<file path="src/rtl/sfdd_pkg.sv">
// Shared constants, types and helpers of the sensor frame deframer and decoder.
`default_nettype none
package sfdd_pkg;

	localparam int BUFFER_DEPTH = 512;
	localparam int AW = $clog2(BUFFER_DEPTH);
	localparam int CW = $clog2(BUFFER_DEPTH + 1);
	localparam int SW = CW + 1;
	localparam int LW = 9;
	localparam int PADDR_W = 4;

	localparam logic [7:0] HDR_BYTE = 8'hAA;
	localparam logic [7:0] TAIL_BYTE = 8'h55;
	localparam logic [LW-1:0] FRAME_OVERHEAD = 9'd7;
	localparam logic [7:0] CMD_ENV = 8'h01;
	localparam logic [7:0] CMD_LIGHT = 8'h02;
	localparam logic [LW-1:0] ENV_MIN_LEN = 9'd11;
	localparam logic [LW-1:0] LIGHT_LEN = 9'd9;
	localparam logic [CW-1:0] LEN_OFFSET = CW'(4);
	localparam logic [CW-1:0] MIN_HELD = CW'(5);
	localparam logic [3:0] FIELD_FIRST_OFF = 4'd3;
	localparam logic [3:0] FIELD_LAST_OFF = 4'd10;

	localparam logic [15:0] GAS_LOW_RESET = 16'd500;
	localparam logic [15:0] GAS_HIGH_RESET = 16'd1500;

	localparam logic [1:0] REG_GAS_LOW = 2'd0;
	localparam logic [1:0] REG_GAS_HIGH = 2'd1;
	localparam logic [1:0] REG_LINK_OPEN = 2'd2;

	localparam logic [2:0] KIND_ENV = 3'd0;
	localparam logic [2:0] KIND_LIGHT = 3'd1;
	localparam logic [2:0] KIND_UNKNOWN = 3'd2;
	localparam logic [2:0] KIND_ENV_LEN_ERR = 3'd3;
	localparam logic [2:0] KIND_LIGHT_LEN_ERR = 3'd4;

	localparam logic [1:0] LEVEL_LOW = 2'd0;
	localparam logic [1:0] LEVEL_MEDIUM = 2'd1;
	localparam logic [1:0] LEVEL_HIGH = 2'd2;

	localparam logic [1:0] ALARM_NONE = 2'd0;
	localparam logic [1:0] ALARM_RAISE = 2'd1;
	localparam logic [1:0] ALARM_CLEAR = 2'd2;

	typedef struct packed {
		logic [2:0]  kind;
		logic [7:0]  command;
		logic [7:0]  temperature;
		logic [7:0]  humidity;
		logic [7:0]  gas_digital;
		logic [15:0] gas_analog;
		logic [7:0]  sensor_status;
		logic [1:0]  gas_level;
		logic [15:0] lux;
		logic [1:0]  alarm_send;
		logic        last;
	} res_t;

	typedef logic [7:0][7:0] field_bytes_t;

	function automatic logic [AW-1:0] buf_addr(input logic [AW-1:0] base,
		input logic [CW-1:0] off);
		logic [SW-1:0] sum;
		sum = SW'(base) + SW'(off);
		if (sum >= SW'(BUFFER_DEPTH)) begin
			sum = sum - SW'(BUFFER_DEPTH);
		end
		return sum[AW-1:0];
	endfunction

endpackage
`default_nettype wire

</file>
<file path="src/rtl/sfdd_decode.sv">
// Frame decoder that turns the fetched frame bytes into one result and the next alarm state.
`default_nettype none
module sfdd_decode (
	input  wire logic                     [7:0][7:0] fbytes,
	input  wire logic [sfdd_pkg::LW-1:0]  len,
	input  wire logic                     alarm_active,
	input  wire logic                     link_open,
	input  wire logic [15:0]              gas_low_limit,
	input  wire logic [15:0]              gas_high_limit,
	output sfdd_pkg::res_t                res,
	output logic                          alarm_next
);
	import sfdd_pkg::*;

	logic [7:0]  cmd;
	logic [15:0] ana;
	logic [7:0]  status;
	logic [1:0]  level;

	assign cmd = fbytes[0];
	assign ana = {fbytes[5], fbytes[6]};
	assign status = fbytes[7];

	always_comb begin
		if (ana < gas_low_limit) begin
			level = LEVEL_LOW;
		end else if (ana < gas_high_limit) begin
			level = LEVEL_MEDIUM;
		end else begin
			level = LEVEL_HIGH;
		end
	end

	always_comb begin
		res = '0;
		res.command = cmd;
		alarm_next = alarm_active;
		if (cmd == CMD_ENV) begin
			if (len < ENV_MIN_LEN) begin
				res.kind = KIND_ENV_LEN_ERR;
			end else begin
				res.kind = KIND_ENV;
				res.temperature = fbytes[2];
				res.humidity = fbytes[3];
				res.gas_digital = fbytes[4];
				res.gas_analog = ana;
				res.sensor_status = status;
				res.gas_level = level;
				if (status == 8'd0 && alarm_active) begin
					alarm_next = 1'b0;
					res.alarm_send = link_open ? ALARM_CLEAR : ALARM_NONE;
				end else if (status != 8'd0 && !alarm_active) begin
					alarm_next = 1'b1;
					res.alarm_send = link_open ? ALARM_RAISE : ALARM_NONE;
				end
			end
		end else if (cmd == CMD_LIGHT) begin
			if (len != LIGHT_LEN) begin
				res.kind = KIND_LIGHT_LEN_ERR;
			end else begin
				res.kind = KIND_LIGHT;
				res.lux = {fbytes[2], fbytes[3]};
			end
		end else begin
			res.kind = KIND_UNKNOWN;
		end
	end

endmodule
`default_nettype wire

</file>
<file path="config.mk">
export PLATFORM = sky130hd
export DESIGN_NAME = sfdd_decode
export DESIGN_NICKNAME = d
export VERILOG_FILES = /design/src/rtl/sfdd_pkg.sv /design/src/rtl/sfdd_decode.sv
export SDC_FILE = /design/constraint.sdc
export NUM_CORES = 1
export LEC_CHECK = 0
export ABC_AREA = 1
export BUFFER_PORTS_ARGS = -buffer_cell sky130_fd_sc_hd__buf_2
export CAP_MARGIN = 20
export CORE_MARGIN = 8
export CORE_UTILIZATION = 37
export DETAILED_ROUTE_END_ITERATION = 10
export GPL_ROUTABILITY_DRIVEN = 0
export PLACE_DENSITY = 0.9
export SLEW_MARGIN = 10
export SYNTH_ARGS = -nofsm -noshare
export SYNTH_HDL_FRONTEND = slang
export SYNTH_SLANG_ARGS = --single-unit
</file>
<file path="constraint.sdc">
create_clock -name vclk -period 3.5
set_input_delay 0.7 -clock vclk [all_inputs]
set_output_delay 0.7 -clock vclk [all_outputs]
set_load 0.005 [all_outputs]
</file>
# Word-level counts from Yosys, hierarchy flattened
# Cells that the tools add are included.
# Widths: inputs -> output; s select.
[word_totals]
out_inout_bits = 81
regBits = 0
word_cells = 32
inputBits = 107
[op_classes]
reduce_logical = 5
magnitude_cmp = 3
n_eq_ne = 3
muxes = 21
[op_table]
columns = ["op", "count"]
rows = [
  ["$mux 50", 2],
  ["$mux 16", 3],
  ["$lt 16x16->1", 2],
  ["$mux 2", 7],
  ["$lt 9x4->1 const B", 1],
  ["$mux 3", 3],
  ["$ne 9x4->1 const B", 1],
  ["$eq 8x1->1 const B", 1],
  ["$eq 8x2->1 const B", 1],
  ["$logic_not 8->1", 1],
  ["$reduce_bool 8->1", 1],
  ["$mux 1", 6],
  ["$logic_and 1x1->1", 2],
  ["$logic_not 1->1", 1],
]

# Logic depth before layout (Yosys ltp)
# Gate-level depths: netlist of run 1.
[logic_depth]
ltp_word = 6
depth_mapped = 12
depth_no_buf = 12

# Worst setup path after synthesis of run 1
# OpenSTA, ideal clock, no wires.
[synth_path]
kind = "input -> output"
from = "input port gas_high_limit[15]"
to = "output port res[20] in the netlist's numbering"
slack_ns = 1.176
n_path_buf = 0
path_stages = 6
arrival_ns = 1.624
t_required_ns = 2.800
cell_sequence = "inv_1 -> ha_1 -> nand2_1 -> nor4_1 -> a21oi_1 -> nor2_1"
[synth_lines]
columns = ["element", "line_no", "text"]
rows = [
  ["start: declaration", "sfdd_decode.sv:9", "input wire logic [15:0] gas_high_limit,"],
  ["end: declaration", "sfdd_decode.sv:10", "output sfdd_pkg::res_t res,"],
]

==> results by group, run 1 <==
Critical path
  • Cell at the slowest stage of the critical path: sky130_fd_sc_hd__nor2_2
  • CP Max Fanout: 36
  • Data arrival, critical path: 2.11 ns
  • CP endpoint kind: primary output
  • Critical Path Max Stage Delay: 0.24 ns
  • Start-to-end type of the worst setup path: primary input to primary output
  • Top delay family on crit path: buffers and inverters
  • Number of buffer and inverter stages on the critical path: 5
  • Critical path required time: 2.80 ns
  • Chain of cells forming the critical path: buf_2 -> nor2_1 -> nand2_1 -> clkinv_1 -> nand4_2 -> nor2_2 -> inv_2 -> buf_12 -> nor4_2 -> buf_2
  • CP startpoint kind: primary input
  • Critical Path Most Common Cell: sky130_fd_sc_hd__buf_2

Route
  • Number of nets with antenna violations after detailed routing: 0
  • Met2 wirelength from detailed routing: 3288 um
  • Total wire length after detailed routing: 6317 um
  • Detailed-routing wirelength on met1: 2364 um
  • Vias per cell: 4.382
  • Vias post-DR: 2248
  • Met3 routed wirelength: 551 um
  • Post-detailed-route DRC marker count: 0
  • First DRT Iteration DRCs: 58
  • Length of the first detailed-routing pass in iterations: 4
  • Wirelength per Cell: 12.31 um
  • Highest routed metal layer: met4

Hold path
  • Class of the most critical hold timing path: primary input to primary output

Logic synthesis
  • Synth Instances: 298
  • Register area share after synthesis: 0%
  • Portion of netlist area occupied by mux cells: 0%
  • Yosys warns: 0
  • Share of synthesized cell area in and, or, nand and nor gates: 37.84%
  • Post-synthesis xor/xnor area fraction: 0%
  • Largest family of logic cells by synthesized area: simple AND/OR/NAND/NOR gates
  • Post-Synthesis Mean Instance Area: 5.127 um^2
  • Net count after synthesis: 435
  • Number of unique standard cell types used by synthesis: 22
  • Share of the synthesized area in compound gates (AO/OA/AOI/OAI): 7.371%
  • Netlist area before placement: 1528 um^2
  • Adder-cell area share of the yosys netlist: 24.57%

Final layout
  • Storage element area: 0 um^2
  • Area growth syn-to-layout: 56.92%
  • Number of sequential storage elements: 0
  • Share of layout cells above drive strength 1: 41.68%
  • Number of antenna cells inserted: 0
  • Utilization after layout: 59.93%
  • Commonest non-fill, non-tap cells in the layout: 179 x sky130_fd_sc_hd__buf_2, 91 x sky130_fd_sc_hd__inv_1, 72 x sky130_fd_sc_hd__nor2_1, 42 x sky130_fd_sc_hd__nand2_1, 30 x sky130_fd_sc_hd__ha_1
  • Leading cell type in the layout, fill and taps excluded: sky130_fd_sc_hd__buf_2
  • Number of nets in the layout: 602
  • Number of clock buffers in the layout: 0
  • Filler Cells Inserted: 386

Run
  • Maximum Capacitance Violations: 0

Global route
  • Number of global-route vias before repair: 2267
  • Grt total ovfl: 0
  • Pin count of the biggest net entering global routing: 37
  • Global-route wire length before repair: 9735 um
  • Antenna violations before repair: 0
  • All-layer global routing usage: 17.61%

Die
  • Die width: 80.26 um
  • Die H: 80.26 um
  • Placement Rows: 23
  • Core region area: 4000 um^2
  • IO Pins: 188
  • Total die area: 6441 um^2
  • Initial standard-cell utilization of the core: 38.19%

Timing
  • Final hold violation count: 0
  • Measured slew at the worst slew-check pin: 0.5517 ns
  • RSZ-0062 raised after global routing: no
  • Number of setup violations in the final report: 0
  • Max Fclk: 356.0 MHz
  • Sum of negative setup slack: 0 ns
  • Worst hold slack: 1.586 ns
  • Pins Over Slew Limit: 0
  • Post-route clock period utilization: 80.26%
  • Final min period: 2.809 ns
  • Slew HR: 63.13%

Placement
  • DP Wirelength: 5773 um
  • Quantity of I/O buffers inserted on ports: 179

Clocking
  • Postcts setup bufs: 0
  • Resized cells post-CTS: 0
  • CTS Hold Bufs: 0

Power and ir drop
  • Leakage dissipation: 1.874 nW
  • Ratio of total power to cell area: 72.72 nW/um^2
  • Worst vdd ir: 0.00004280 V

Status
  • Outcome: finished, final reports clean
path summary, 6_finish.rpt:
kind	slack, ns	cells past startpoint	to	from
hold / removal	1.59	2	res[73]	fbytes[4]
setup / recovery	0.69	10	res[2]	fbytes[5]
layout make-up:
cell class         instances  area, um^2  share of cell area [%]
well taps                 50       62.56                   2.610
multi-input cells        190        1070                   44.62
inverters                 93       349.1                   14.56
repair buffers           180       915.9                   38.20
through the flow:
step	std cells	power, mW	worst slack (ns)	area (um^2)
global route	513	0.2030	0.5348	2397
floorplan	298	0.09508	1.176	1528
finish	513	0.1743	0.6908	2397
CTS	513	0.1760	0.6723	2397
global placement	513	0.1655	0.7197	2397
detailed placement	513	0.1746	0.6705	2397
power breakdown:
group          total [mW]  internal, mW  switching, mW
Sequential              0             0              0
Combinational       0.174        0.0851         0.0892
Clock                   0             0              0
Total               0.174        0.0851         0.0892
layer usage:
| metal | GRT usage (%) | up-vias |
|---|---|---|
| met5 | 0 | - |
| met4 | 3.455 | 0 |
| met3 | 3.460 | 12 |
| met2 | 34.60 | 103 |
| met1 | 18.62 | 944 |
| li1 | - | 1189 |
cells by family (layout without fill, tap and decap cells):
group / after synthesis / count (layout)
other: 1 / 1
adder cells (fa/ha/maj): 30 / 30
AO/OA/AOI/OAI: 22 / 22
buffers and inverters: 108 / 273
AND/OR/NAND/NOR: 137 / 137
Yosys cell counts:
cell type | number | share of area [%]
sky130_fd_sc_hd__nor3_1 | 4 | 1.3
sky130_fd_sc_hd__buf_4 | 9 | 4.4
sky130_fd_sc_hd__nand4_2 | 1 | 0.82
sky130_fd_sc_hd__a21oi_1 | 15 | 4.9
sky130_fd_sc_hd__nor4_2 | 1 | 0.82
sky130_fd_sc_hd__nand4_1 | 3 | 1.2
sky130_fd_sc_hd__buf_6 | 2 | 1.5
sky130_fd_sc_hd__buf_2 | 3 | 0.98
sky130_fd_sc_hd__nand3b_1 | 1 | 0.49
sky130_fd_sc_hd__inv_2 | 1 | 0.25
sky130_fd_sc_hd__nor2_1 | 72 | 18
sky130_fd_sc_hd__ha_1 | 30 | 25
sky130_fd_sc_hd__o21ai_0 | 6 | 2.0
sky130_fd_sc_hd__conb_1 | 1 | 0.25
sky130_fd_sc_hd__o21a_1 | 1 | 0.49
sky130_fd_sc_hd__inv_1 | 91 | 22
sky130_fd_sc_hd__clkinv_1 | 1 | 0.25
sky130_fd_sc_hd__nand2_1 | 42 | 10
sky130_fd_sc_hd__nor2_2 | 10 | 4.1
sky130_fd_sc_hd__nand3_1 | 2 | 0.66
sky130_fd_sc_hd__nor4_1 | 1 | 0.41
sky130_fd_sc_hd__clkbuf_1 | 1 | 0.25
No activity file was read; power rests on OpenSTA's default activity.
==> inputs of run 2 (changes only) <==
--- a/config.mk
+++ b/config.mk
@@ -9,10 +9,10 @@
 export BUFFER_PORTS_ARGS = -buffer_cell sky130_fd_sc_hd__buf_2
 export CAP_MARGIN = 20
 export CORE_MARGIN = 8
-export CORE_UTILIZATION = 37
+export CORE_UTILIZATION = 35
 export DETAILED_ROUTE_END_ITERATION = 10
 export GPL_ROUTABILITY_DRIVEN = 0
-export PLACE_DENSITY = 0.9
+export PLACE_DENSITY = 0.86
 export SLEW_MARGIN = 10
 export SYNTH_ARGS = -nofsm -noshare
 export SYNTH_HDL_FRONTEND = slang
==> constraint.sdc (replaced) <==
create_clock -name vclk -period 2.65
set_input_delay 0.53 -clock vclk [all_inputs]
set_output_delay 0.53 -clock vclk [all_outputs]
set_load 0.005 [all_outputs]
==> run 2 against run 1 <==
Compared with the run above:
- first-iteration DRC count grew 41%
- critical path depth is the same
- hold slack lost 0.34 ns
- sequential share of layout area is the same
- wire length shrank 3.4%
- flip-flop and latch count is the same
- setup slack lost 0.40 ns
- global-route usage shrank 1.4 points
- critical path type unchanged
- critical endpoint unchanged
==> results by group, run 2 (same netlist as run 1, synthesis figures left out) <==
Final layout
  • Filler Cells Inserted: 436 (+13%)
  • Final instance area: 2407 um^2 (+0.42%)
  • Area growth syn-to-layout: 57.58%
  • Leading cell type in the layout, fill and taps excluded: sky130_fd_sc_hd__buf_2
  • Share of layout cells above drive strength 1: 41.81% (+0.13 points)
  • Number of clock buffers in the layout: 0 (unchanged)
  • Number of antenna cells inserted: 0 (unchanged)
  • Final non-filler cell total: 516 (+0.58%)
  • Area of the multi-input gates: 1070 um^2 (unchanged)
  • Number of sequential storage elements: 0 (unchanged)
  • Storage element area: 0 um^2 (unchanged)
  • Number of nets in the layout: 603 (+0.17%)
  • Commonest non-fill, non-tap cells in the layout: 179 x sky130_fd_sc_hd__buf_2, 91 x sky130_fd_sc_hd__inv_1, 72 x sky130_fd_sc_hd__nor2_1, 42 x sky130_fd_sc_hd__nand2_1, 30 x sky130_fd_sc_hd__ha_1

Timing
  • Max Fclk: 423.3 MHz
  • Worst hold slack: 1.243 ns (-0.3428 ns)
  • Pins Over Slew Limit: 0 (unchanged)
  • Slew HR: 64.22% (+1.1 points)
  • Final min period: 2.362 ns
  • Sum of negative setup slack: 0 ns (unchanged)
  • Number of setup violations in the final report: 0 (unchanged)
  • Measured slew at the worst slew-check pin: 0.5354 ns (-0.01632 ns)
  • Final setup slack of the worst path: 0.2877 ns (-0.4031 ns)
  • Final hold violation count: 0 (unchanged)
  • RSZ-0062 raised after global routing: no
  • Post-route clock period utilization: 89.14%

Critical path
  • Number of buffer and inverter stages on the critical path: 5 (unchanged)
  • Critical Path Max Stage Delay: 0.23 ns (about the same)
  • Cell at the slowest stage of the critical path: sky130_fd_sc_hd__nor2_2
  • Start-to-end type of the worst setup path: primary input to primary output
  • Critical path required time: 2.12 ns (-0.68 ns)
  • Top delay family on crit path: buffers and inverters
  • Data arrival, critical path: 1.83 ns (-0.28 ns)
  • CP startpoint kind: primary input
  • Critical Path Most Common Cell: sky130_fd_sc_hd__buf_2
  • CP endpoint kind: primary output
  • Chain of cells forming the critical path: buf_2 -> nor2_1 -> nand2_1 -> clkinv_1 -> nand4_2 -> nor2_2 -> inv_2 -> buf_12 -> nor4_2 -> buf_2
  • CP Max Fanout: 29 (-19%)

Power and ir drop
  • Leakage dissipation: 1.878 nW (+0.22%)
  • Ratio of total power to cell area: 95.09 nW/um^2 (+31%)
  • Worst vdd ir: 0.00005757 V (+34%)
  • Clock share of power: 0% (unchanged)
  • Net switching power: 116.8 uW (+31%)
  • Sequential fraction of design power: 0% (unchanged)
  • Relative contribution of combinational cells to total power: 100.0% (about the same)
  • Total internal power: 112.1 uW (+32%)
  • Switch share: 51.01% (-0.17 points)

Placement
  • Setup slack after placement: 0.2387 ns (-0.4318 ns)
  • Cells after DPL: 516 (+0.58%)
  • Post-DP Area: 2407 um^2 (+0.42%)
  • Quantity of I/O buffers inserted on ports: 179 (unchanged)
  • DP Wirelength: 5631 um (-2.5%)

Route
  • Length of the first detailed-routing pass in iterations: 4 (unchanged)
  • Number of nets with antenna violations after detailed routing: 0 (unchanged)
  • Wirelength per Cell: 11.82 um (-4.0%)
  • Post-detailed-route DRC marker count: 0 (unchanged)
  • Vias post-DR: 2212 (-1.6%)
  • Vias per cell: 4.287 (-2.2%)
  • Total wire length after detailed routing: 6100 um (-3.4%)
  • First DRT Iteration DRCs: 82 (+41%)

Hold path
  • Cell count of the worst hold path: 2 (unchanged)
  • Class of the most critical hold timing path: primary input to primary output
  • Origin of the worst min-delay path: fbytes[3]
  • Worst Hold Path EP: res[72]

Clocking
  • CTS Hold Bufs: 0 (unchanged)
  • Postcts setup bufs: 0 (unchanged)
  • Resized cells post-CTS: 0 (unchanged)

Die
  • Total die area: 6735 um^2 (+4.6%)
  • Initial standard-cell utilization of the core: 35.58% (-2.6 points)
  • Die H: 82.07 um (+2.3%)
  • IO Pins: 188 (unchanged)
  • Core region area: 4294 um^2 (+7.4%)
  • Die width: 82.07 um (+2.3%)
  • Placement Rows: 24 (+4.3%)

Global route
  • Global-route wire length before repair: 9204 um (-5.5%)
  • Number of global-route vias before repair: 2184 (-3.7%)
  • Pin count of the biggest net entering global routing: 30 (-19%)
  • Grt total ovfl: 0 (unchanged)
  • All-layer global routing usage: 16.17% (-1.4 points)
  • Antenna violations before repair: 0 (unchanged)

Status
  • Outcome: finished, final reports clean

Run
  • Maximum Capacitance Violations: 0 (unchanged)
## run 2: cell types whose count changed in the layout (fill, tap and decap cells not counted), sizes merged
cell | before | now
buf | 180 | 181
## run 2: metrics by stage
| step | power [mW] | utilization (%) |
|---|---|---|
| after floorplan | 0.1256 | - |
| after global placement | 0.2198 | 56.06 |
| after detailed placement | 0.2299 | 56.06 |
| after CTS | 0.2314 | 56.06 |
| after global routing | 0.2670 | 56.06 |
| final | 0.2289 | 56.06 |
## run 2: layer usage
metal	track usage, %	share of wire [%]
met1	18.03	38
met2	32.04	53
met3	2.298	7.9
met4	1.579	0.69
met5	0	0
## run 2: final cells by class
class / count / area share (%)
Multi-Input combinational cell: 190 / 44.44
Timing Repair Buffer: 181 / 38.36
Inverter: 93 / 14.50
Tap cell: 52 / 2.703
## run 2: power by group through the flow
stage                     Sequential, mW  Clock [mW]  Combinational (mW)
after detailed placement               0           0               0.230
after global placement                 0           0               0.220
after CTS                              0           0               0.231
after floorplan                        0           0               0.126
after global routing                   0           0               0.267
final                                  0           0               0.229
## run 2: worst max path at each step
stage / startpoint / endpoint / cells past startpoint
after global routing: fbytes[5] / res[2] / 10
after floorplan: gas_high_limit[15] / res[20] / 6
final: fbytes[7] / res[2] / 10
after CTS: fbytes[7] / res[2] / 10
after detailed placement: fbytes[7] / res[2] / 10
after global placement: fbytes[7] / res[2] / 10
